==> config.mk <==
export PLATFORM = sky130hd
export DESIGN_NAME = intercom_pulse_width_frame_sender_flat
export DESIGN_NICKNAME = d
export VERILOG_FILES = /design/src/rtl/ipw_pkg.sv /design/src/rtl/ipw_if.sv /design/src/rtl/ipw_front.sv /design/src/rtl/ipw_back.sv /design/src/rtl/intercom_pulse_width_frame_sender.sv /design/src/flat_wrapper.sv
export VERILOG_INCLUDE_DIRS = /design/src /design/src/rtl
export SDC_FILE = /design/constraint.sdc
export NUM_CORES = 1
export LEC_CHECK = 0
export ABC_AREA = 1
export BUFFER_PORTS_ARGS = -buffer_cell sky130_fd_sc_hd__buf_4
export CAP_MARGIN = 20
export CORE_ASPECT_RATIO = 0.7
export CORE_MARGIN = 2
export CORE_UTILIZATION = 55
export DETAILED_ROUTE_END_ITERATION = 7
export GPL_ROUTABILITY_DRIVEN = 1
export PLACE_DENSITY = 0.73
export REMOVE_ABC_BUFFERS = 1
export SETUP_SLACK_MARGIN = 0.5
export SLEW_MARGIN = 10
export SYNTH_ARGS = -nofsm -noshare
export SYNTH_HDL_FRONTEND = slang
export SYNTH_SLANG_ARGS = --single-unit
==> constraint.sdc <==
create_clock -name clk_i -period 3.95 [get_ports clk_i]
set_input_delay 0 -clock clk_i [delete_from_list [all_inputs] [get_ports clk_i]]
set_output_delay 0 -clock clk_i [all_outputs]
set_load 0.1 [all_outputs]
==> src/rtl/intercom_pulse_width_frame_sender_assert.svh <==
// assertion macros for the intercom pulse width frame sender
`ifndef INTERCOM_PULSE_WIDTH_FRAME_SENDER_ASSERT_SVH
`define INTERCOM_PULSE_WIDTH_FRAME_SENDER_ASSERT_SVH

// same-cycle implication
`define IPW_ASSERT_NOW(label, clk, rst_n, ante, cons) \
  label: assert property (@(posedge clk) disable iff (!rst_n) (ante) |-> (cons)) \
    else $error("ipw assertion failed");

// next-cycle implication
`define IPW_ASSERT_NEXT(label, clk, rst_n, ante, cons) \
  label: assert property (@(posedge clk) disable iff (!rst_n) (ante) |=> (cons)) \
    else $error("ipw assertion failed");

`endif

==> src/rtl/ipw_pkg.sv <==
// package with shared types and constants of the frame sender
package ipw_pkg;

  localparam int unsigned CfgW    = 16;
  localparam int unsigned CfgIdxW = 2;
  localparam int unsigned MsgW    = 32;
  localparam int unsigned BitsW   = 6;

  localparam logic [CfgIdxW-1:0] RegStartTicks = 2'd0;
  localparam logic [CfgIdxW-1:0] RegOneTicks   = 2'd1;
  localparam logic [CfgIdxW-1:0] RegZeroTicks  = 2'd2;

  localparam logic [CfgW-1:0] StartTicksRst = 16'd6000;
  localparam logic [CfgW-1:0] OneTicksRst   = 16'd4000;
  localparam logic [CfgW-1:0] ZeroTicksRst  = 16'd2000;

  localparam logic [MsgW-1:0]  ShortMsgMax = 32'h0000_FFFF;
  localparam logic [BitsW-1:0] BitsShort   = 6'd16;
  localparam logic [BitsW-1:0] BitsLong    = 6'd32;

  typedef enum logic [4:0] {
    PhIdle   = 5'b00001,
    PhStart  = 5'b00010,
    PhFlag   = 5'b00100,
    PhData   = 5'b01000,
    PhParity = 5'b10000
  } phase_e;

  typedef struct packed {
    logic            send;
    logic [MsgW-1:0] message;
  } item_t;

  typedef struct packed {
    logic valid;
    logic pop;
  } q_ctrl_t;

endpackage

==> src/rtl/ipw_if.sv <==
// item channel interfaces for the frame sender
interface ipw_in_if;
  logic        valid;
  logic        ready;
  logic        cmd;
  logic [31:0] message;

  modport source (output valid, output cmd, output message, input ready);
  modport sink (input valid, input cmd, input message, output ready);
endinterface

interface ipw_out_if;
  logic valid;
  logic ready;
  logic line_level;
  logic busy_res;
  logic accepted;
  logic frame_done;

  modport source (output valid, output line_level, output busy_res, output accepted,
                  output frame_done, input ready);
  modport sink (input valid, input line_level, input busy_res, input accepted,
                input frame_done, output ready);
endinterface

==> src/rtl/ipw_front.sv <==
// input stage: accepts items and queues them for the sequencer
`include "intercom_pulse_width_frame_sender_assert.svh"

module ipw_front (
  input  logic             clk_i,
  input  logic             rst_ni,
  input  logic             in_valid_i,
  output logic             in_ready_o,
  input  logic             in_cmd_i,
  input  logic [31:0]      in_message_i,
  output ipw_pkg::item_t   item_o,
  output ipw_pkg::q_ctrl_t ctrl_o,
  input  logic             pop_i
);

  ipw_pkg::item_t mem_q [2];
  logic           wr_ptr_q, wr_ptr_d;
  logic           rd_ptr_q, rd_ptr_d;
  logic [1:0]     count_q, count_d;
  logic           push;
  logic           pop;

  assign in_ready_o = (count_q != 2'd2);
  assign push       = in_valid_i && in_ready_o;
  assign pop        = pop_i && (count_q != 2'd0);

  assign item_o       = mem_q[rd_ptr_q];
  assign ctrl_o.valid = (count_q != 2'd0);
  assign ctrl_o.pop   = pop;

  always_comb begin
    wr_ptr_d = push ? ~wr_ptr_q : wr_ptr_q;
    rd_ptr_d = pop ? ~rd_ptr_q : rd_ptr_q;
    count_d  = count_q;
    if (push && !pop) begin
      count_d = count_q + 2'd1;
    end else if (pop && !push) begin
      count_d = count_q - 2'd1;
    end
  end

  always_ff @(posedge clk_i or negedge rst_ni) begin
    if (!rst_ni) begin
      wr_ptr_q <= 1'b0;
      rd_ptr_q <= 1'b0;
      count_q  <= 2'd0;
    end else begin
      wr_ptr_q <= wr_ptr_d;
      rd_ptr_q <= rd_ptr_d;
      count_q  <= count_d;
    end
  end

  always_ff @(posedge clk_i) begin
    if (push) begin
      mem_q[wr_ptr_q].send    <= in_cmd_i;
      mem_q[wr_ptr_q].message <= in_message_i;
    end
  end

  `IPW_ASSERT_NOW(a_count_max, clk_i, rst_ni, 1'b1, count_q <= 2'd2)
  `IPW_ASSERT_NOW(a_ptr_track, clk_i, rst_ni, count_q == 2'd0 || count_q == 2'd2,
                  wr_ptr_q == rd_ptr_q)
  `IPW_ASSERT_NEXT(a_push_holds, clk_i, rst_ni, push && !pop, count_q != 2'd0)

endmodule

==> src/rtl/ipw_back.sv <==
// sequencer: runs the frame segments, holds the timing registers and the result register
`include "intercom_pulse_width_frame_sender_assert.svh"

module ipw_back #(
  parameter int unsigned TIMER_WIDTH = 16
) (
  input  logic                          clk_i,
  input  logic                          rst_ni,
  input  logic                          cfg_we_i,
  input  logic [ipw_pkg::CfgIdxW-1:0]   cfg_idx_i,
  input  logic [ipw_pkg::CfgW-1:0]      cfg_data_i,
  input  ipw_pkg::item_t                item_i,
  input  ipw_pkg::q_ctrl_t              ctrl_i,
  output logic                          pop_o,
  output logic                          out_valid_o,
  input  logic                          out_ready_i,
  output logic                          line_level_o,
  output logic                          busy_res_o,
  output logic                          accepted_o,
  output logic                          frame_done_o
);

  logic [ipw_pkg::CfgW-1:0] start_ticks_q, one_ticks_q, zero_ticks_q;

  ipw_pkg::phase_e                phase_q, phase_d;
  logic [ipw_pkg::BitsW-1:0]      bits_left_q, bits_left_d;
  logic [ipw_pkg::MsgW-1:0]       shift_q, shift_d;
  logic                           parity_q, parity_d;
  logic [TIMER_WIDTH-1:0]         timer_q, timer_d;
  logic                           drive_q, drive_d;

  logic                           out_valid_q;
  logic                           line_q, busy_q, acc_q, done_q;
  logic                           acc_d, done_d;

  logic [TIMER_WIDTH-1:0]         timer_dec;
  logic [ipw_pkg::BitsW-1:0]      bits_dec;
  logic                           data_bit;

  function automatic logic [TIMER_WIDTH-1:0] load_dur(logic [ipw_pkg::CfgW-1:0] ticks);
    logic [TIMER_WIDTH-1:0] t;
    t = TIMER_WIDTH'(ticks);
    return (t == '0) ? TIMER_WIDTH'(1) : t;
  endfunction

  assign pop_o     = ctrl_i.valid && (!out_valid_q || out_ready_i);
  assign timer_dec = timer_q - TIMER_WIDTH'(1);
  assign bits_dec  = bits_left_q - ipw_pkg::BitsW'(1);
  assign data_bit  = shift_q[bits_dec[4:0]];

  always_comb begin
    phase_d     = phase_q;
    bits_left_d = bits_left_q;
    shift_d     = shift_q;
    parity_d    = parity_q;
    timer_d     = timer_q;
    drive_d     = drive_q;
    acc_d       = 1'b0;
    done_d      = 1'b0;
    if (item_i.send) begin
      if (phase_q == ipw_pkg::PhIdle) begin
        acc_d       = 1'b1;
        shift_d     = item_i.message;
        bits_left_d = (item_i.message > ipw_pkg::ShortMsgMax) ? ipw_pkg::BitsLong
                                                              : ipw_pkg::BitsShort;
        parity_d    = 1'b1;
        drive_d     = 1'b1;
        timer_d     = load_dur(start_ticks_q);
        phase_d     = ipw_pkg::PhStart;
      end
    end else if (phase_q != ipw_pkg::PhIdle) begin
      timer_d = timer_dec;
      if (timer_dec == '0) begin
        case (phase_q)
          ipw_pkg::PhStart: begin
            drive_d = ~drive_q;
            timer_d = load_dur((bits_left_q == ipw_pkg::BitsLong) ? one_ticks_q
                                                                  : zero_ticks_q);
            phase_d = ipw_pkg::PhFlag;
          end
          ipw_pkg::PhFlag, ipw_pkg::PhData: begin
            if (phase_q == ipw_pkg::PhFlag || bits_left_q != '0) begin
              bits_left_d = bits_dec;
              parity_d    = parity_q ^ data_bit;
              drive_d     = ~drive_q;
              timer_d     = load_dur(data_bit ? one_ticks_q : zero_ticks_q);
              phase_d     = ipw_pkg::PhData;
            end else begin
              drive_d = ~drive_q;
              timer_d = load_dur(parity_q ? one_ticks_q : zero_ticks_q);
              phase_d = ipw_pkg::PhParity;
            end
          end
          ipw_pkg::PhParity: begin
            drive_d     = 1'b0;
            phase_d     = ipw_pkg::PhIdle;
            bits_left_d = '0;
            timer_d     = '0;
            done_d      = 1'b1;
          end
          default: begin
            phase_d = ipw_pkg::PhIdle;
          end
        endcase
      end
    end
  end

  always_ff @(posedge clk_i or negedge rst_ni) begin
    if (!rst_ni) begin
      start_ticks_q <= ipw_pkg::StartTicksRst;
      one_ticks_q   <= ipw_pkg::OneTicksRst;
      zero_ticks_q  <= ipw_pkg::ZeroTicksRst;
    end else if (cfg_we_i) begin
      case (cfg_idx_i)
        ipw_pkg::RegStartTicks: start_ticks_q <= cfg_data_i;
        ipw_pkg::RegOneTicks:   one_ticks_q   <= cfg_data_i;
        ipw_pkg::RegZeroTicks:  zero_ticks_q  <= cfg_data_i;
        default: ;
      endcase
    end
  end

  always_ff @(posedge clk_i or negedge rst_ni) begin
    if (!rst_ni) begin
      phase_q     <= ipw_pkg::PhIdle;
      bits_left_q <= '0;
      shift_q     <= '0;
      parity_q    <= 1'b1;
      timer_q     <= '0;
      drive_q     <= 1'b0;
      out_valid_q <= 1'b0;
    end else begin
      if (pop_o) begin
        phase_q     <= phase_d;
        bits_left_q <= bits_left_d;
        shift_q     <= shift_d;
        parity_q    <= parity_d;
        timer_q     <= timer_d;
        drive_q     <= drive_d;
        out_valid_q <= 1'b1;
      end else if (out_ready_i) begin
        out_valid_q <= 1'b0;
      end
    end
  end

  always_ff @(posedge clk_i) begin
    if (pop_o) begin
      line_q  <= drive_d;
      busy_q  <= (phase_d != ipw_pkg::PhIdle);
      acc_q   <= acc_d;
      done_q  <= done_d;
    end
  end

  assign out_valid_o  = out_valid_q;
  assign line_level_o = line_q;
  assign busy_res_o   = busy_q;
  assign accepted_o   = acc_q;
  assign frame_done_o = done_q;

  `IPW_ASSERT_NOW(a_idle_quiet, clk_i, rst_ni, phase_q == ipw_pkg::PhIdle,
                  bits_left_q == '0 && !drive_q)
  `IPW_ASSERT_NOW(a_bits_range, clk_i, rst_ni, 1'b1, bits_left_q <= ipw_pkg::BitsLong)
  `IPW_ASSERT_NOW(a_accept_drives, clk_i, rst_ni, out_valid_q && acc_q,
                  busy_q && line_q && !done_q)
  `IPW_ASSERT_NOW(a_done_low, clk_i, rst_ni, out_valid_q && done_q, !busy_q && !line_q)
  `IPW_ASSERT_NEXT(a_pop_fills, clk_i, rst_ni, pop_o, out_valid_q)
  `IPW_ASSERT_NOW(a_pop_agree, clk_i, rst_ni, 1'b1, ctrl_i.pop == pop_o)

endmodule

==> src/rtl/intercom_pulse_width_frame_sender.sv <==
// top level of the intercom pulse width frame sender
//
//  channel  dir  handshake      payload
//  in_if    in   valid/ready    cmd, message
//  out_if   out  valid/ready    line_level, busy_res, accepted, frame_done
//  cfg      in   cfg_we_i       cfg_idx_i, cfg_data_i
//
// one item per clock sustained while out_if takes results; each item passes through
// the input queue and then the sequencer result register before it leaves
// the sequencer counts its segment timer down once per tick item (cmd low) while a frame runs,
// rst_ni low clears the queue and the sequencer state and reloads the default durations
// a stalled out_if holds the result; the two-entry queue keeps taking items until full
module intercom_pulse_width_frame_sender #(
  parameter int unsigned TIMER_WIDTH = 16
) (
  input  logic                        clk_i,
  input  logic                        rst_ni,
  input  logic                        cfg_we_i,
  input  logic [ipw_pkg::CfgIdxW-1:0] cfg_idx_i,
  input  logic [ipw_pkg::CfgW-1:0]    cfg_data_i,
  ipw_in_if.sink                      in_if,
  ipw_out_if.source                   out_if
);

  ipw_pkg::item_t   item;
  ipw_pkg::q_ctrl_t q_ctrl;
  logic             pop;

  ipw_front u_front (
    .clk_i        (clk_i),
    .rst_ni       (rst_ni),
    .in_valid_i   (in_if.valid),
    .in_ready_o   (in_if.ready),
    .in_cmd_i     (in_if.cmd),
    .in_message_i (in_if.message),
    .item_o       (item),
    .ctrl_o       (q_ctrl),
    .pop_i        (pop)
  );

  ipw_back #(
    .TIMER_WIDTH (TIMER_WIDTH)
  ) u_back (
    .clk_i        (clk_i),
    .rst_ni       (rst_ni),
    .cfg_we_i     (cfg_we_i),
    .cfg_idx_i    (cfg_idx_i),
    .cfg_data_i   (cfg_data_i),
    .item_i       (item),
    .ctrl_i       (q_ctrl),
    .pop_o        (pop),
    .out_valid_o  (out_if.valid),
    .out_ready_i  (out_if.ready),
    .line_level_o (out_if.line_level),
    .busy_res_o   (out_if.busy_res),
    .accepted_o   (out_if.accepted),
    .frame_done_o (out_if.frame_done)
  );

endmodule

==> src/flat_wrapper.sv <==
// flat-port wrapper written by rule: the top's interface ports become plain ports
module intercom_pulse_width_frame_sender_flat 
#(
  parameter int unsigned TIMER_WIDTH = 16
)
  (clk_i, rst_ni, cfg_we_i, cfg_idx_i, cfg_data_i, in_if_valid, in_if_cmd, in_if_message, in_if_ready, out_if_valid, out_if_line_level, out_if_busy_res, out_if_accepted, out_if_frame_done, out_if_ready);
  ipw_in_if in_if_i ();
  ipw_out_if out_if_i ();
  input  logic clk_i;
  input  logic rst_ni;
  input  logic cfg_we_i;
  input  logic [ipw_pkg::CfgIdxW-1:0] cfg_idx_i;
  input  logic [ipw_pkg::CfgW-1:0] cfg_data_i;
  input wire logic [$bits(in_if_i.valid)-1:0] in_if_valid;
  input wire logic [$bits(in_if_i.cmd)-1:0] in_if_cmd;
  input wire logic [$bits(in_if_i.message)-1:0] in_if_message;
  output wire logic [$bits(in_if_i.ready)-1:0] in_if_ready;
  output wire logic [$bits(out_if_i.valid)-1:0] out_if_valid;
  output wire logic [$bits(out_if_i.line_level)-1:0] out_if_line_level;
  output wire logic [$bits(out_if_i.busy_res)-1:0] out_if_busy_res;
  output wire logic [$bits(out_if_i.accepted)-1:0] out_if_accepted;
  output wire logic [$bits(out_if_i.frame_done)-1:0] out_if_frame_done;
  input wire logic [$bits(out_if_i.ready)-1:0] out_if_ready;
  assign in_if_i.valid = in_if_valid;
  assign in_if_i.cmd = in_if_cmd;
  assign in_if_i.message = in_if_message;
  assign in_if_ready = in_if_i.ready;
  assign out_if_valid = out_if_i.valid;
  assign out_if_line_level = out_if_i.line_level;
  assign out_if_busy_res = out_if_i.busy_res;
  assign out_if_accepted = out_if_i.accepted;
  assign out_if_frame_done = out_if_i.frame_done;
  assign out_if_i.ready = out_if_ready;
  intercom_pulse_width_frame_sender #(.TIMER_WIDTH(TIMER_WIDTH)) u_core (.clk_i(clk_i), .rst_ni(rst_ni), .cfg_we_i(cfg_we_i), .cfg_idx_i(cfg_idx_i), .cfg_data_i(cfg_data_i), .in_if(in_if_i), .out_if(out_if_i));
endmodule
=== After elaboration in Yosys (flattened, before gate mapping) ===
Memory sizes are Yosys's and may differ from the RTL's.
Index checks and enable logic that the tools add are counted.

* Bits in registers: 118
* Latch bits: 0
* Memory bits (writable): 66
* ROM bits: 0
* Input bits: 56
* Output and inout bits: 6
* Word-level logic and storage cells: 125
* Memories kept: 1

{| class="wikitable"
|+ Memory list
! memory !! words !! width !! rd ports !! clocked after memory_dff !! write ports !! RTL line !! text
|-
| u_core.u_front.mem_q || 2 || 33 || 1 || 0 || 1 || ipw_front.sv:16 || <nowiki>ipw_pkg::item_t mem_q [2];</nowiki>
|}

* Add/sub/neg operators: 4
* Multiply operators: 0
* Div/mod/pow operators: 0
* $lt $le $gt $ge: 2
* Equal/unequal tests: 13
* Shift operators: 0
* Muxes and demuxes: 47
* Bitwise logic cells: 6
* Reduce and logical (&&, ||, !) cells: 35

{| class="wikitable"
|+ Operators with widths
! kind !! number
|-
| $mux W16 || 12
|-
| $logic_not A16 Y1 || 5
|-
| $pmux W16 S3 || 1
|-
| $mux W6 || 6
|-
| $gt A32 B16 Y1 const B || 1
|-
| $mux W5 || 5
|-
| $mux W1 || 17
|-
| $sub A16 B1 Y16 const B || 1
|-
| $reduce_bool A2 Y1 || 7
|-
| $pmux W6 S2 || 1
|-
| $reduce_and A6 Y1 || 2
|-
| $ne A5 B1 Y1 const B || 2
|-
| $pmux W5 S2 || 1
|-
| $eq A6 B6 Y1 const B || 1
|-
| $lt A5 B6 Y1 const B || 1
|-
| $reduce_and A2 Y1 || 3
|-
| $reduce_and A3 Y1 || 2
|-
| $reduce_bool A6 Y1 || 1
|-
| $reduce_or A3 Y1 || 2
|-
| $sub A6 B1 Y6 const B || 1
|-
| $bmux W1 S5 || 1
|-
| $eq A5 B1 Y1 const B || 1
|-
| $eq A5 B2 Y1 const B || 1
|-
| $eq A5 B3 Y1 const B || 1
|-
| 18 further kinds || 31
|}

=== Logic depth before layout (Yosys ltp) ===
Gate-level depths: netlist (run 1).

* Depth after elaboration: 11
* Mapped depth: 24
* Gate-level depth less buffers: 21

=== Cells and area by module ===
Synthesis (run 1) repeated with hierarchy kept, for this count alone.

* Cells, all modules: 1134
* Area, all modules: 9685.5 µm²

{| class="wikitable"
|+ By module, submodules not included
! module !! times used !! cells an instance !! area each (µm²) !! seq. area each (µm²)
|-
| ipw_back || 1 || 931 || 7010.5 || 2899.0
|-
| ipw_front || 1 || 203 || 2675.1 || 2082.0
|}

=== Worst setup path before layout (run 1) ===
No wires, ideal clock.

* Kind: register to register
* Start: reg u_core.u_front.count_q[0]
* End: mem u_core.u_front.mem_q[1][0] in the netlist's numbering (enable)
* Setup time: 0.425 ns
* Arrival: 2.741 ns
* Required time: 3.525 ns
* Setup slack: 0.784 ns
* Cell stages (with the launch flop): 5
* Buffers on the path: 0
* Period minus slack after synthesis: 3.166 ns
* Path through: dfrtp_1 -> inv_1 -> nand2_1 -> nand2_1 -> nor2_1

* Word-level cells in the longest chain between the ends: 4

{| class="wikitable"
|+ RTL lines
! element !! RTL line !! text
|-
| start: declaration || ipw_front.sv:19 || <nowiki>logic [1:0] count_q, count_d;</nowiki>
|-
| start signal: assignment || ipw_front.sv:50 || <nowiki>count_q <= count_d;</nowiki>
|-
| $ne A2 B2 Y1 || ipw_front.sv:23 || <nowiki>assign in_ready_o = (count_q != 2'd2);</nowiki>
|-
| net in_if_ready || flat_wrapper.sv:17 || <nowiki>output wire logic [$bits(in_if_i.ready)-1:0] in_if_ready;</nowiki>
|-
| $logic_and A1 B1 Y1 || ipw_front.sv:24 || <nowiki>assign push = in_valid_i && in_ready_o;</nowiki>
|-
| $mux W1 || ipw_front.sv:55 || <nowiki>if (push) begin</nowiki>
|-
| $mux W1 (not written as such) || ipw_front.sv:57 || <nowiki>mem_q[wr_ptr_q].message <= in_message_i;</nowiki>
|-
| end: declaration || ipw_front.sv:16 ||
|}

The timed path passes the listed nets, and every way through them passes these cells.

=== Final worst setup path (run 1) ===
* Start: reg u_core.u_back.bits_left_q[1] in the netlist's numbering
* End: reg u_core.u_back.timer_q[0]

* Word-level cells in the longest chain between the ends: 11
* Elaborated cells between the ends (all ways): 17
* Those cells by class: add/sub (1); eq/ne (1); mux (11); reduce/logical (4)

{| class="wikitable"
|+ RTL lines
! element !! RTL line !! text
|-
| start: declaration || ipw_back.sv:26 || <nowiki>logic [ipw_pkg::BitsW-1:0] bits_left_q, bits_left_d;</nowiki>
|-
| start signal: assignment || ipw_back.sv:136 || <nowiki>bits_left_q <= bits_left_d;</nowiki>
|-
| $sub A6 B1 Y6 || ipw_back.sv:48 || <nowiki>assign bits_dec = bits_left_q - ipw_pkg::BitsW'(1);</nowiki>
|-
| $bmux W1 S5 || ipw_back.sv:49 || <nowiki>assign data_bit = shift_q[bits_dec[4:0]];</nowiki>
|-
| $mux W1 (not written as such) || ipw_back.sv:49 ||
|-
| $mux W16 || ipw_back.sv:86 || <nowiki>timer_d = load_dur(data_bit ? one_ticks_q : zero_ticks_q);</nowiki>
|-
| $logic_not A16 Y1 || ipw_back.sv:43 || <nowiki>return (t == '0) ? TIMER_WIDTH'(1) : t;</nowiki>
|-
| $mux W16 || ipw_back.sv:43 ||
|-
| $mux W16 || ipw_back.sv:82 || <nowiki>if (phase_q == ipw_pkg::PhFlag || bits_left_q != '0) begin</nowiki>
|-
| $pmux W16 S3 (*) || ipw_back.sv:74 || <nowiki>case (phase_q)</nowiki>
|-
| $mux W16 (*) || ipw_back.sv:73 || <nowiki>if (timer_dec == '0) begin</nowiki>
|-
| $mux W16 (*) || ipw_back.sv:71 || <nowiki>end else if (phase_q != ipw_pkg::PhIdle) begin</nowiki>
|-
| $mux W16 (*) || ipw_back.sv:60 || <nowiki>if (item_i.send) begin</nowiki>
|-
| end signal: assignment || ipw_back.sv:139 || <nowiki>timer_q <= timer_d;</nowiki>
|-
| end: declaration || ipw_back.sv:29 || <nowiki>logic [TIMER_WIDTH-1:0] timer_q, timer_d;</nowiki>
|}

Every way passes the cells marked *; elsewhere a longest branch is shown, timed or not. The select of a mux whose other input is x is not followed.
A chain may end at the register's enable or synchronous reset.

==> results of run 1 <==
final timing paths:
check | endpoint | slack, ns | cells after the start
setup / recovery | u_core.u_back.timer_q[0] | 0.87 | 15
hold / removal | u_core.u_back.one_ticks_q[9] | 0.15 | 3
setup reg to reg | u_core.u_back.timer_q[0] | 0.87 | 15
hold reg to reg | u_core.u_front.count_q[0] | 0.48 | 1
max in group asynchronous | u_core.u_back.zero_ticks_q[4] | 2.79 | 3
min in group asynchronous | u_core.u_back.timer_q[12] | 0.19 | 2
through the flow:
step	TNS, ns	hold slack [ns]	worst slack, ns
after floorplan	-5.834	-0.2956	-0.2728
after global placement	0	0.1287	0.8673
after detailed placement	0	0.1283	0.8581
after CTS	0	0.2165	0.7743
after global routing	0	0.2045	0.5842
final	0	0.1534	0.8703
worst min-delay path: stages:
cell and delay (ns):
buf_4 0.12, nand3_1 0.33, o21ai_0 0.14
layer usage:
metal	GRT usage, %	vias up	share of wire, %	wire length [um]
met5	0	-	0	0
met4	6.845	0	1.4	331
met3	8.729	29	9.8	2314
met2	36.70	301	40	9467
met1	40.73	3717	49	11590
li1	-	3885	-	-
Yosys cell counts (all sizes together):
cell / count
nand2: 304
o21ai: 127
inv: 121
dfrtp: 93
nand3: 71
edfxtp: 70
nor2: 57
a21oi: 46
mux2: 32
clkbuf: 26
dfstp: 21
buf: 20
nor4: 18
nand4: 17
o21a: 17
a21boi: 10
nor3: 10
o2111ai: 10
xor2: 10
ha: 6
o21bai: 3
clkinv: 2
a22oi: 1
a31oi: 1
a41o: 1
and2: 1
nand3b: 1
o211ai: 1
xnor2: 1
state kept, by name, indices dropped and copies added, names as in the netlist, 2 cells and up:
signal                       count
u_core.u_back.timer_q           16
u_core.u_back.one_ticks_q       16
u_core.u_front.mem_q            66
u_core.u_back.shift_q           32
u_core.u_back.zero_ticks_q      16
u_core.u_front.count_q           2
u_core.u_back.start_ticks_q     16
u_core.u_back.bits_left_q        6
u_core.u_back.phase_q            5
final cells by class:
cell class                      instances  share of cell area [%]
Sequential cell                       184                   43.55
Multi-Input combinational cell        745                   34.20
Timing Repair Buffer                  133                   10.14
Inverter                              123                   4.059
Clock buffer                           17                   3.720
Tap cell                              231                   2.527
Clock inverter                         15                   1.805
cells in the final DEF, fill, tap and decap left out, drive strengths merged, types with 21 or more instances in the layout:
cell type,count
nor2,57
nand3,71
dlygate4sd3,52
edfxtp,70
dfrtp,93
inv,127
dfstp,21
nand2,304
o21ai,127
mux2,32
buf,81
a21oi,46
what timing repair did:
action / CTS / global route
setup endpoints to repair: 0 / 1
hold buffers: 52 / 0
hold endpoints to repair: 166 / 0
setup buffers: 0 / 0
resized for setup: 0 / 2
cells by family after synthesis:
family / Yosys count
XOR/XNOR: 11
AND/OR/NAND/NOR: 479
AO/OA/AOI/OAI: 217
multiplexers: 32
buffers and inverters: 169
adder cells (fa/ha/maj): 6
flip-flops: 184
power groups by stage:
stage	sequential (uW)	combinational (uW)	clock (uW)
after floorplan	3150	2630	0
after global placement	3030	3840	0
after detailed placement	3050	3890	0
after CTS	3020	3980	1820
after global routing	3090	4560	1890
final	3030	4120	1800
==> results.cfg, run 1 <==
[cts]
numCtsBuffers = 17
clock-sinks = 184
cts_tree = built
clk_pin_slew_ns = 0.07
clock_path_buffers = 2
ctsRootBufferMaster = clkbuf_16
htree_levels = 4
clock_latency_ns = 0.44

[final_layout]
drive_above_1_share_pct = 17.09
layout.nets = 1266
nFillCells = 1413
diodes = 0
post_layout_nonfiller_instances = 1448
post-route-cell-area_um2 = 11440
syn_to_final_growth_pct = 19.62
utilization_pct = 67.02
multi_input_area_um2 = 3911
regArea_um2 = 4981

[critical_path]
max_stage_delay_ns = 0.40
worst-path-buf-inv = 2
critPathTopFamily = simple AND/OR/NAND/NOR gates
reg2reg_from = u_core.u_back.bits_left_q[1]
cp_max_fo = 17
crit_path_end_kind = flip-flop
crit_required_ns = 4.32
slowest_stage = dfrtp_1
start_kind = flip-flop
arrival_ns = 3.45
path_cells = inv_1 -> ha_1 -> nand3_1 -> nor2_1 -> nand2_1 -> buf_12 -> o21ai_0 -> nand4_1 -> nor2_1 -> a21boi_0 -> o21ai_0 -> nor2_1 -> nand2_1 -> nand2_1 -> a21oi_2
crit_path_start = u_core.u_back.bits_left_q[1]
crit_type = reg -> reg

[placement]
portBuffers = 61
gp_congestion = 0.9941
dpl.cell_count = 1361
dp_hpwl_um = 16480
placed_area_um2 = 10230

[routing]
drt-initial-drc-count = 841
drcViolationCount = 0
wire_per_inst_um = 16.37
wirelength_um = 23700
antenna_left = 0
first_pass_iters = 7
vias_per_cell = 5.478
vias = 7932

[synthesis]
netlist_area_um2 = 9562
ys_ff_latch = 184
synthSimpleGateAreaFrac_pct = 22.26
yosys_warnings = 0
synth_area_leaders = dfrtp_1, edfxtp_1, nand2_1
synth_top_family_by_area = simple AND/OR/NAND/NOR gates
synthAdderAreaFrac_pct = 0.7851
synth_xor_area_share_pct = 1.086
syn_inst = 1098
synth_cell_type_count = 48
synth_largest_area_cell = dfrtp_1
synth_mux_area_share_pct = 3.769
synth_seq_area_share_pct = 52.09
yosys.area.top_type_share_pct = 24.34
avgSynthCellArea_um2 = 8.708
synth_compound_area_share_pct = 12.71

[floorplan]
num_io_pins = 62
start_util_pct = 56.03
die_h_um = 114.3
core_area_um2 = 17070
die_x_um = 161.6
rows = 40
dieArea_um2 = 18470

[global_routing]
grt_pass1_vias = 7317
grt-ovfl-total = 0
track_usage_pct = 26.74
grt_max_degree = 58
grt_pass1_wl_um = 38180
antenna_found_initial = 0

[sta]
drv_slew = 0
hold_viol_final = 0
finalSetupViolations = 0
timing.fmax_ghz = 0.3247
rsz0062_at_grt = false
fin_crit_ns = 3.080
fin_crit_sh_pct = 77.97
skew_ns = 0.01349
max_slew_margin_pct = 42.56
worst_pin_slew_ns = 0.8595

[min_path]
hp-start = cfg_we_i
hold_class = in -> reg

[power_and_ir_drop]
comb_power_share_pct = 46.0
leakagePower_uw = 0.005000
finalPower_uw = 8948
p_sw_uw = 4021
seqPwrFrac_pct = 33.9
intPower_uw = 4928
peakVddDrop_mv = 0.5118
clkPwrFrac_pct = 20.1
swShare_pct = 44.93
p_per_area_nw_per_um2 = 782.4

[outcome]
status = completed

[job]
cap_violations = 0
Note: power is estimated with default switching activity, not from simulation.
==> run 2: changes to the inputs <==
--- a/config.mk
+++ b/config.mk
@@ -14,7 +14,7 @@
 export CORE_UTILIZATION = 55
 export DETAILED_ROUTE_END_ITERATION = 7
 export GPL_ROUTABILITY_DRIVEN = 1
-export PLACE_DENSITY = 0.73
+export PLACE_DENSITY = 0.76
 export REMOVE_ABC_BUFFERS = 1
 export SETUP_SLACK_MARGIN = 0.5
 export SLEW_MARGIN = 10
==> constraint.sdc (replaced) <==
create_clock -name clk_i -period 2.65 [get_ports clk_i]
set_input_delay 0 -clock clk_i [delete_from_list [all_inputs] [get_ports clk_i]]
set_output_delay 0 -clock clk_i [all_outputs]
set_load 0.1 [all_outputs]
==> run 2 against run 1 <==
  * The flow now finishes with violations (setup timing)
  * Sequential share of layout area shrank 3.9 points
  * Count of clock-buffer cells in the layout is the same
  * Combinational power grew 100%
==> results.cfg, run 2 (synthesized netlist as in run 1, its figures left out) <==
[final_layout]
regArea_um2 = 4982
final_common_cell = nand2_1
top_register = u_core.u_front.mem_q
multi_input_area_um2 = 4345
diodes = 0
layout.nets = 1332
syn_to_final_growth_pct = 31.42
utilization_pct = 73.63
top_regs = u_core.u_front.mem_q: 66 flops, u_core.u_back.shift_q: 32 flops
drive_above_1_share_pct = 27.75
largest_reg_flops = 66
final_cell_mix = nand2_1, buf_4, o21ai_0
nFillCells = 1146

[power_and_ir_drop]
p_per_area_nw_per_um2 = 1217
peakVddDrop_mv = 0.8060
leakagePower_uw = 0.005428

[cts]
numCtsBuffers = 17
htree_levels = 4
clock_latency_ns = 0.44
clock-sinks = 184
cts_tree = built
clk_pin_slew_ns = 0.08
ctsRootBufferMaster = clkbuf_16
clock_path_buffers = 2

[global_routing]
antenna_found_initial = 0
grt_busiest_layer = met1
grt_pass1_vias = 8143
grt_pass1_wl_um = 41780
grt_use_met1_pct = 43.99
track_usage_pct = 29.17
grt_util_met2_pct = 43.65
grt-ovfl-total = 0
grt_max_degree = 76
grtUsageMet3_pct = 5.831

[critical_path]
arrival_ns = 2.89
path_cells = inv_2 -> ha_4 -> buf_4 -> xor2_1 -> nor4_1 -> nand3_1 -> nor2_2 -> nand2_4 -> buf_12 -> o21bai_1 -> a21oi_1 -> nor2_1 -> nand3_1
crit_required_ns = 2.83
crit_type = reg -> reg
slowest_stage = dfrtp_1
r2r_cells = 13
max_stage_delay_ns = 0.41
reg2reg_to = u_core.u_back.busy_res_o
reg2reg_slack_ns = -0.06
cp_max_fo = 4
reg2reg_from = u_core.u_back.timer_q[1]
start_kind = flip-flop
crit_path_frequent_cell = nand3_1
crit_path_end_kind = flip-flop
crit_path_start = u_core.u_back.timer_q[1]
cp-endpoint = u_core.u_back.busy_res_o

[placement]
dp_hpwl_um = 16620
dp_slack_ns = 0.09116
portBuffers = 61
gp_congestion = 0.9653

[routing]
vias = 8744
antenna_left = 0
vias_per_cell = 5.775
wirelength_um = 27610
drt-initial-drc-count = 975
first_pass_iters = 5
wire_per_inst_um = 18.24
drcViolationCount = 0

[floorplan]
num_io_pins = 62
dieArea_um2 = 18470
start_util_pct = 56.03
rows = 40
die_x_um = 161.6
die_h_um = 114.3
core_area_um2 = 17070

[sta]
drv_slew = 0
fin_crit_sh_pct = 102.3
timing.fmax_ghz = 0.3687
rsz0062_at_grt = true
max_slew_margin_pct = 62.23
skew_ns = 0.009470
setup_slack_ns = -0.06193
holdWs_ns = 0.04383
finalSetupViolations = 2
fin_crit_ns = 2.712
hold_viol_final = 0
worst_pin_slew_ns = 0.5646

[outcome]
violations = setup timing
status = complete, but fails checks

[min_path]
hold_class = in -> reg

[job]
cap_violations = 0
run 2: changes by cell type in the layout (fill, tap and decap cells not counted), moves of 10 or more:
cell,previous run,this run
nor2_1,44,34
buf_4,77,117
o21ai_0,120,98
o21ai_1,7,22
buf_12,1,12
nand2_1,297,287
a21oi_1,45,35
inv_1,108,94
nand3_1,67,54
nand3_2,3,13
run 2: worst min-delay path by stage:
stage | from | endpoint | slack (ns) | depth (start not counted)
after floorplan | rst_ni | u_core.u_back.bits_left_q[0] | -0.30 | 0
after CTS | in_if_valid | u_core.u_front.wr_ptr_q | 0.04 | 5
final | in_if_valid | u_core.u_front.wr_ptr_q | 0.04 | 5
after global placement | rst_ni | u_core.u_back.timer_q[12] | 0.01 | 1
after detailed placement | rst_ni | u_core.u_back.timer_q[12] | 0.02 | 1
after global routing | in_if_valid | u_core.u_front.wr_ptr_q | 0.07 | 5
run 2: worst max-delay path, delay by kind of cell, from the launching register on:
kind / cells / cell delay [ns]
xor+xnor: 1 / 0.22
buf+inv: 3 / 0.35
compound gates: 2 / 0.29
fa+ha+maj: 1 / 0.17
simple gates: 6 / 1.01
flops: 1 / 0.41
run 2: through the flow:
step	area (um2)	cells	TNS [ns]	power, uW
6_report	12570	1514	-0.06883	15300
5_1_grt	12570	1514	-1.841	16140
4_1_cts	12030	1493	0	13980
3_5_place_dp	10450	1381	0	10860
3_3_place_gp	10450	1381	0	10690
2_1_floorplan	9328	1052	-96.10	8613
run 2: layout make-up:
cell class | count | share of cell area [%]
Inverter | 123 | 3.863
Clock buffer | 17 | 3.385
Timing Repair inverter | 2 | 0.1095
Multi-Input combinational cell | 747 | 34.58
Timing Repair Buffer | 195 | 14.83
Clock inverter | 15 | 1.284
Sequential cell | 184 | 39.65
Tap cell | 231 | 2.300
run 2: timing repair:
| item | 4_1_cts | 5_1_grt |
|---|---|---|
| cloned | 7 | 2 |
| hold endpoints to repair | 154 | 0 |
| setup endpoints to repair | 48 | 51 |
| resized for setup | 46 | 103 |
| setup buffers | 22 | 19 |
| hold buffers | 51 | 0 |
| pin swaps | 29 | 44 |
run 2: power by group:
| part | switching [uW] | internal, uW |
|---|---|---|
| registers | 632 | 3910 |
| logic | 5060 | 3170 |
| clock network | 1270 | 1260 |
run 2: layer usage:
metal | up-vias | part of all wire [%]
li1 | 4028 | -
met1 | 4242 | 44
met2 | 424 | 44
met3 | 50 | 10
met4 | 0 | 1.6
met5 | - | 0
==> run 3: changes to the inputs <==
--- a/config.mk
+++ b/config.mk
@@ -9,7 +9,6 @@
 export ABC_AREA = 1
 export BUFFER_PORTS_ARGS = -buffer_cell sky130_fd_sc_hd__buf_4
 export CAP_MARGIN = 20
-export CORE_ASPECT_RATIO = 0.7
 export CORE_MARGIN = 2
 export CORE_UTILIZATION = 55
 export DETAILED_ROUTE_END_ITERATION = 7
==> run 3 against run 2 <==
  * The flow still finishes with violations (setup timing)
  * Combinational power is 12% lower
  * Power is 6.3% lower
  * Critical path type unchanged
  * Critical path depth stayed put
  * Register-to-register slack better by 0.04 ns
  * Routed wire length is 5.6% lower
  * Global-route usage is 0.50 points lower
  * Hold slack worse by 0.024 ns
  * Design area is 0.78% lower
  * Clock skew is 0.00080 ns higher
  * Final cell count is 1.1% lower
  * Die area hardly changed
  * Critical endpoint is now u_core.u_back.timer_q[10]
==> results.cfg, run 3 (synthesized netlist as in run 1, its figures left out) <==
[critical_path]
r2r_cells = 13
max_stage_delay_ns = 0.47
cp_max_fo = 5
path_cells = inv_2 -> ha_4 -> buf_4 -> xor2_1 -> nor4_1 -> nand3_2 -> nor2_4 -> nand2_4 -> nor2_8 -> buf_12 -> nand4_1 -> nand2_1 -> a21boi_1
reg2reg_to = u_core.u_back.timer_q[10]
crit_path_end_kind = flip-flop
reg2reg_from = u_core.u_back.timer_q[0]
slowest_stage = nor4_1
crit_required_ns = 2.97
worst-path-buf-inv = 3
cp-endpoint = u_core.u_back.timer_q[10]
crit_cells = 13
crit_type = reg -> reg
critPathTopFamily = simple AND/OR/NAND/NOR gates
start_kind = flip-flop
arrival_ns = 2.99
reg2reg_slack_ns = -0.02
crit_path_start = u_core.u_back.timer_q[0]

[floorplan]
die_h_um = 135.9
core_area_um2 = 17120
rows = 48
num_io_pins = 62
die_x_um = 135.9
dieArea_um2 = 18460
start_util_pct = 55.86

[sta]
timing.fmax_ghz = 0.3747
fin_crit_ns = 2.669
finalSetupViolations = 1
max_slew_margin_pct = 51.91
skew_ns = 0.01027
hold_viol_final = 0
setup_slack_ns = -0.01857
holdWs_ns = 0.02023
rsz0062_at_grt = true
worst_pin_slew_ns = 0.7213
fin_crit_sh_pct = 100.7
drv_slew = 0

[routing]
drt-initial-drc-count = 1106
drcViolationCount = 0
vias_per_cell = 5.728
wire_per_inst_um = 17.40
wirelength_um = 26070
vias = 8581
antenna_left = 0
first_pass_iters = 6

[final_layout]
layout.nets = 1322
drive_above_1_share_pct = 26.71
final_cell_mix = nand2_1, buf_4, inv_1
regArea_um2 = 4985
nFillCells = 1166
top_regs = u_core.u_front.mem_q: 66 flops, u_core.u_back.shift_q: 32 flops
final_common_cell = nand2_1
top_register = u_core.u_front.mem_q
diodes = 0
largest_reg_flops = 66
syn_to_final_growth_pct = 30.40
multi_input_area_um2 = 4352

[cts]
clock_latency_ns = 0.44
clock-sinks = 184
htree_levels = 4
numCtsBuffers = 17
clk_pin_slew_ns = 0.07
cts_tree = built
ctsRootBufferMaster = clkbuf_16
clock_path_buffers = 2

[power_and_ir_drop]
leakagePower_uw = 0.005390
p_per_area_nw_per_um2 = 1149
finalPower_uw = 14330
peakVddDrop_mv = 0.6260

[global_routing]
grt-ovfl-total = 0
antenna_found_initial = 0
grt_pass1_wl_um = 41120
grt_pass1_vias = 8147
grt_max_degree = 53
track_usage_pct = 28.67

[placement]
portBuffers = 61
dp_hpwl_um = 16100
gp_congestion = 0.9795

[outcome]
status = complete, but fails checks
violations = setup timing

[min_path]
hold_class = in -> reg

[job]
cap_violations = 0
[run 3: cell count changes in the layout (fill, tap and decap cells not counted), moves of 5 or more]
cell	delta
o21ai_0	-6
o21ai_1	+5
nand3_1	+5
inv_4	-5
[run 3: stage by stage]
step | cells | instance area [um2] | util, % | setup slack, ns | TNS, ns
after floorplan | 1052 | 9328 | - | -1.573 | -96.10
after global placement | 1371 | 10390 | 60.70 | 0.07589 | 0
after detailed placement | 1371 | 10390 | 60.70 | 0.06404 | 0
after CTS | 1477 | 11980 | 69.97 | 0.1443 | 0
after global routing | 1498 | 12470 | 72.84 | -0.1279 | -0.9874
final | 1498 | 12470 | 72.84 | -0.01857 | -0.01857
[run 3: final cells by class]
| class | instances | share of cell area (%) |
|---|---|---|
| timing repair inverter | 1 | 0.06021 |
| tap | 225 | 2.258 |
| timing repair buffer | 187 | 14.25 |
| clock inverter | 13 | 1.004 |
| inverter | 123 | 3.823 |
| clock buffer | 19 | 3.723 |
| sequential | 184 | 39.98 |
| multi-input combinational | 746 | 34.90 |
[run 3: what timing repair did]
action                                  CTS  global route
buffers inserted                         17            18
pin swaps                                19            36
hold buffers                             51             0
endpoints found under the hold margin   153             0
resized for setup                        54            90
cloned                                    6             3
endpoints found under the setup margin   47            65
[run 3: worst reg2reg max path: cells and delay by family, from the launching register on]
kind,cells,cell delay [ns]
buffers and inverters,3,0.36
DFF,1,0.38
AOI/OAI and AO/OA,1,0.07
xor gates and xnor gates,1,0.19
and+or+nand+nor,7,1.40
adders and majority gates,1,0.17
[run 3: how the worst min path moves through the flow]
stage,from,end,slack [ns],cells after the start
3_5_place_dp,rst_ni,u_core.u_back.timer_q[8],0.11,1
5_1_grt,in_if_valid,u_core.u_front.wr_ptr_q,0.08,5
3_3_place_gp,rst_ni,u_core.u_back.timer_q[8],0.09,1
2_1_floorplan,rst_ni,u_core.u_back.bits_left_q[0],-0.30,0
6_report,in_if_valid,u_core.u_front.wr_ptr_q,0.02,5
4_1_cts,in_if_valid,u_core.u_front.wr_ptr_q,0.01,5
[run 3: power breakdown]
part	internal (uW)	total (uW)	switching, uW	leakage (uW)
clock	1320	2500	1180	0.000281
sequential	3910	4550	645	0.00200
combinational	2710	7270	4560	0.00311
total	7940	14300	6380	0.00539
[run 3: per-layer routing]
| metal | part of all wire (%) | vias to the layer above | track usage, % |
|---|---|---|---|
| li1 | - | 4002 | - |
| met1 | 42 | 4078 | 40.69 |
| met2 | 47 | 426 | 45.15 |
| met3 | 7.5 | 75 | 4.847 |
| met4 | 2.9 | 0 | 9.606 |
| met5 | 0 | - | 0 |
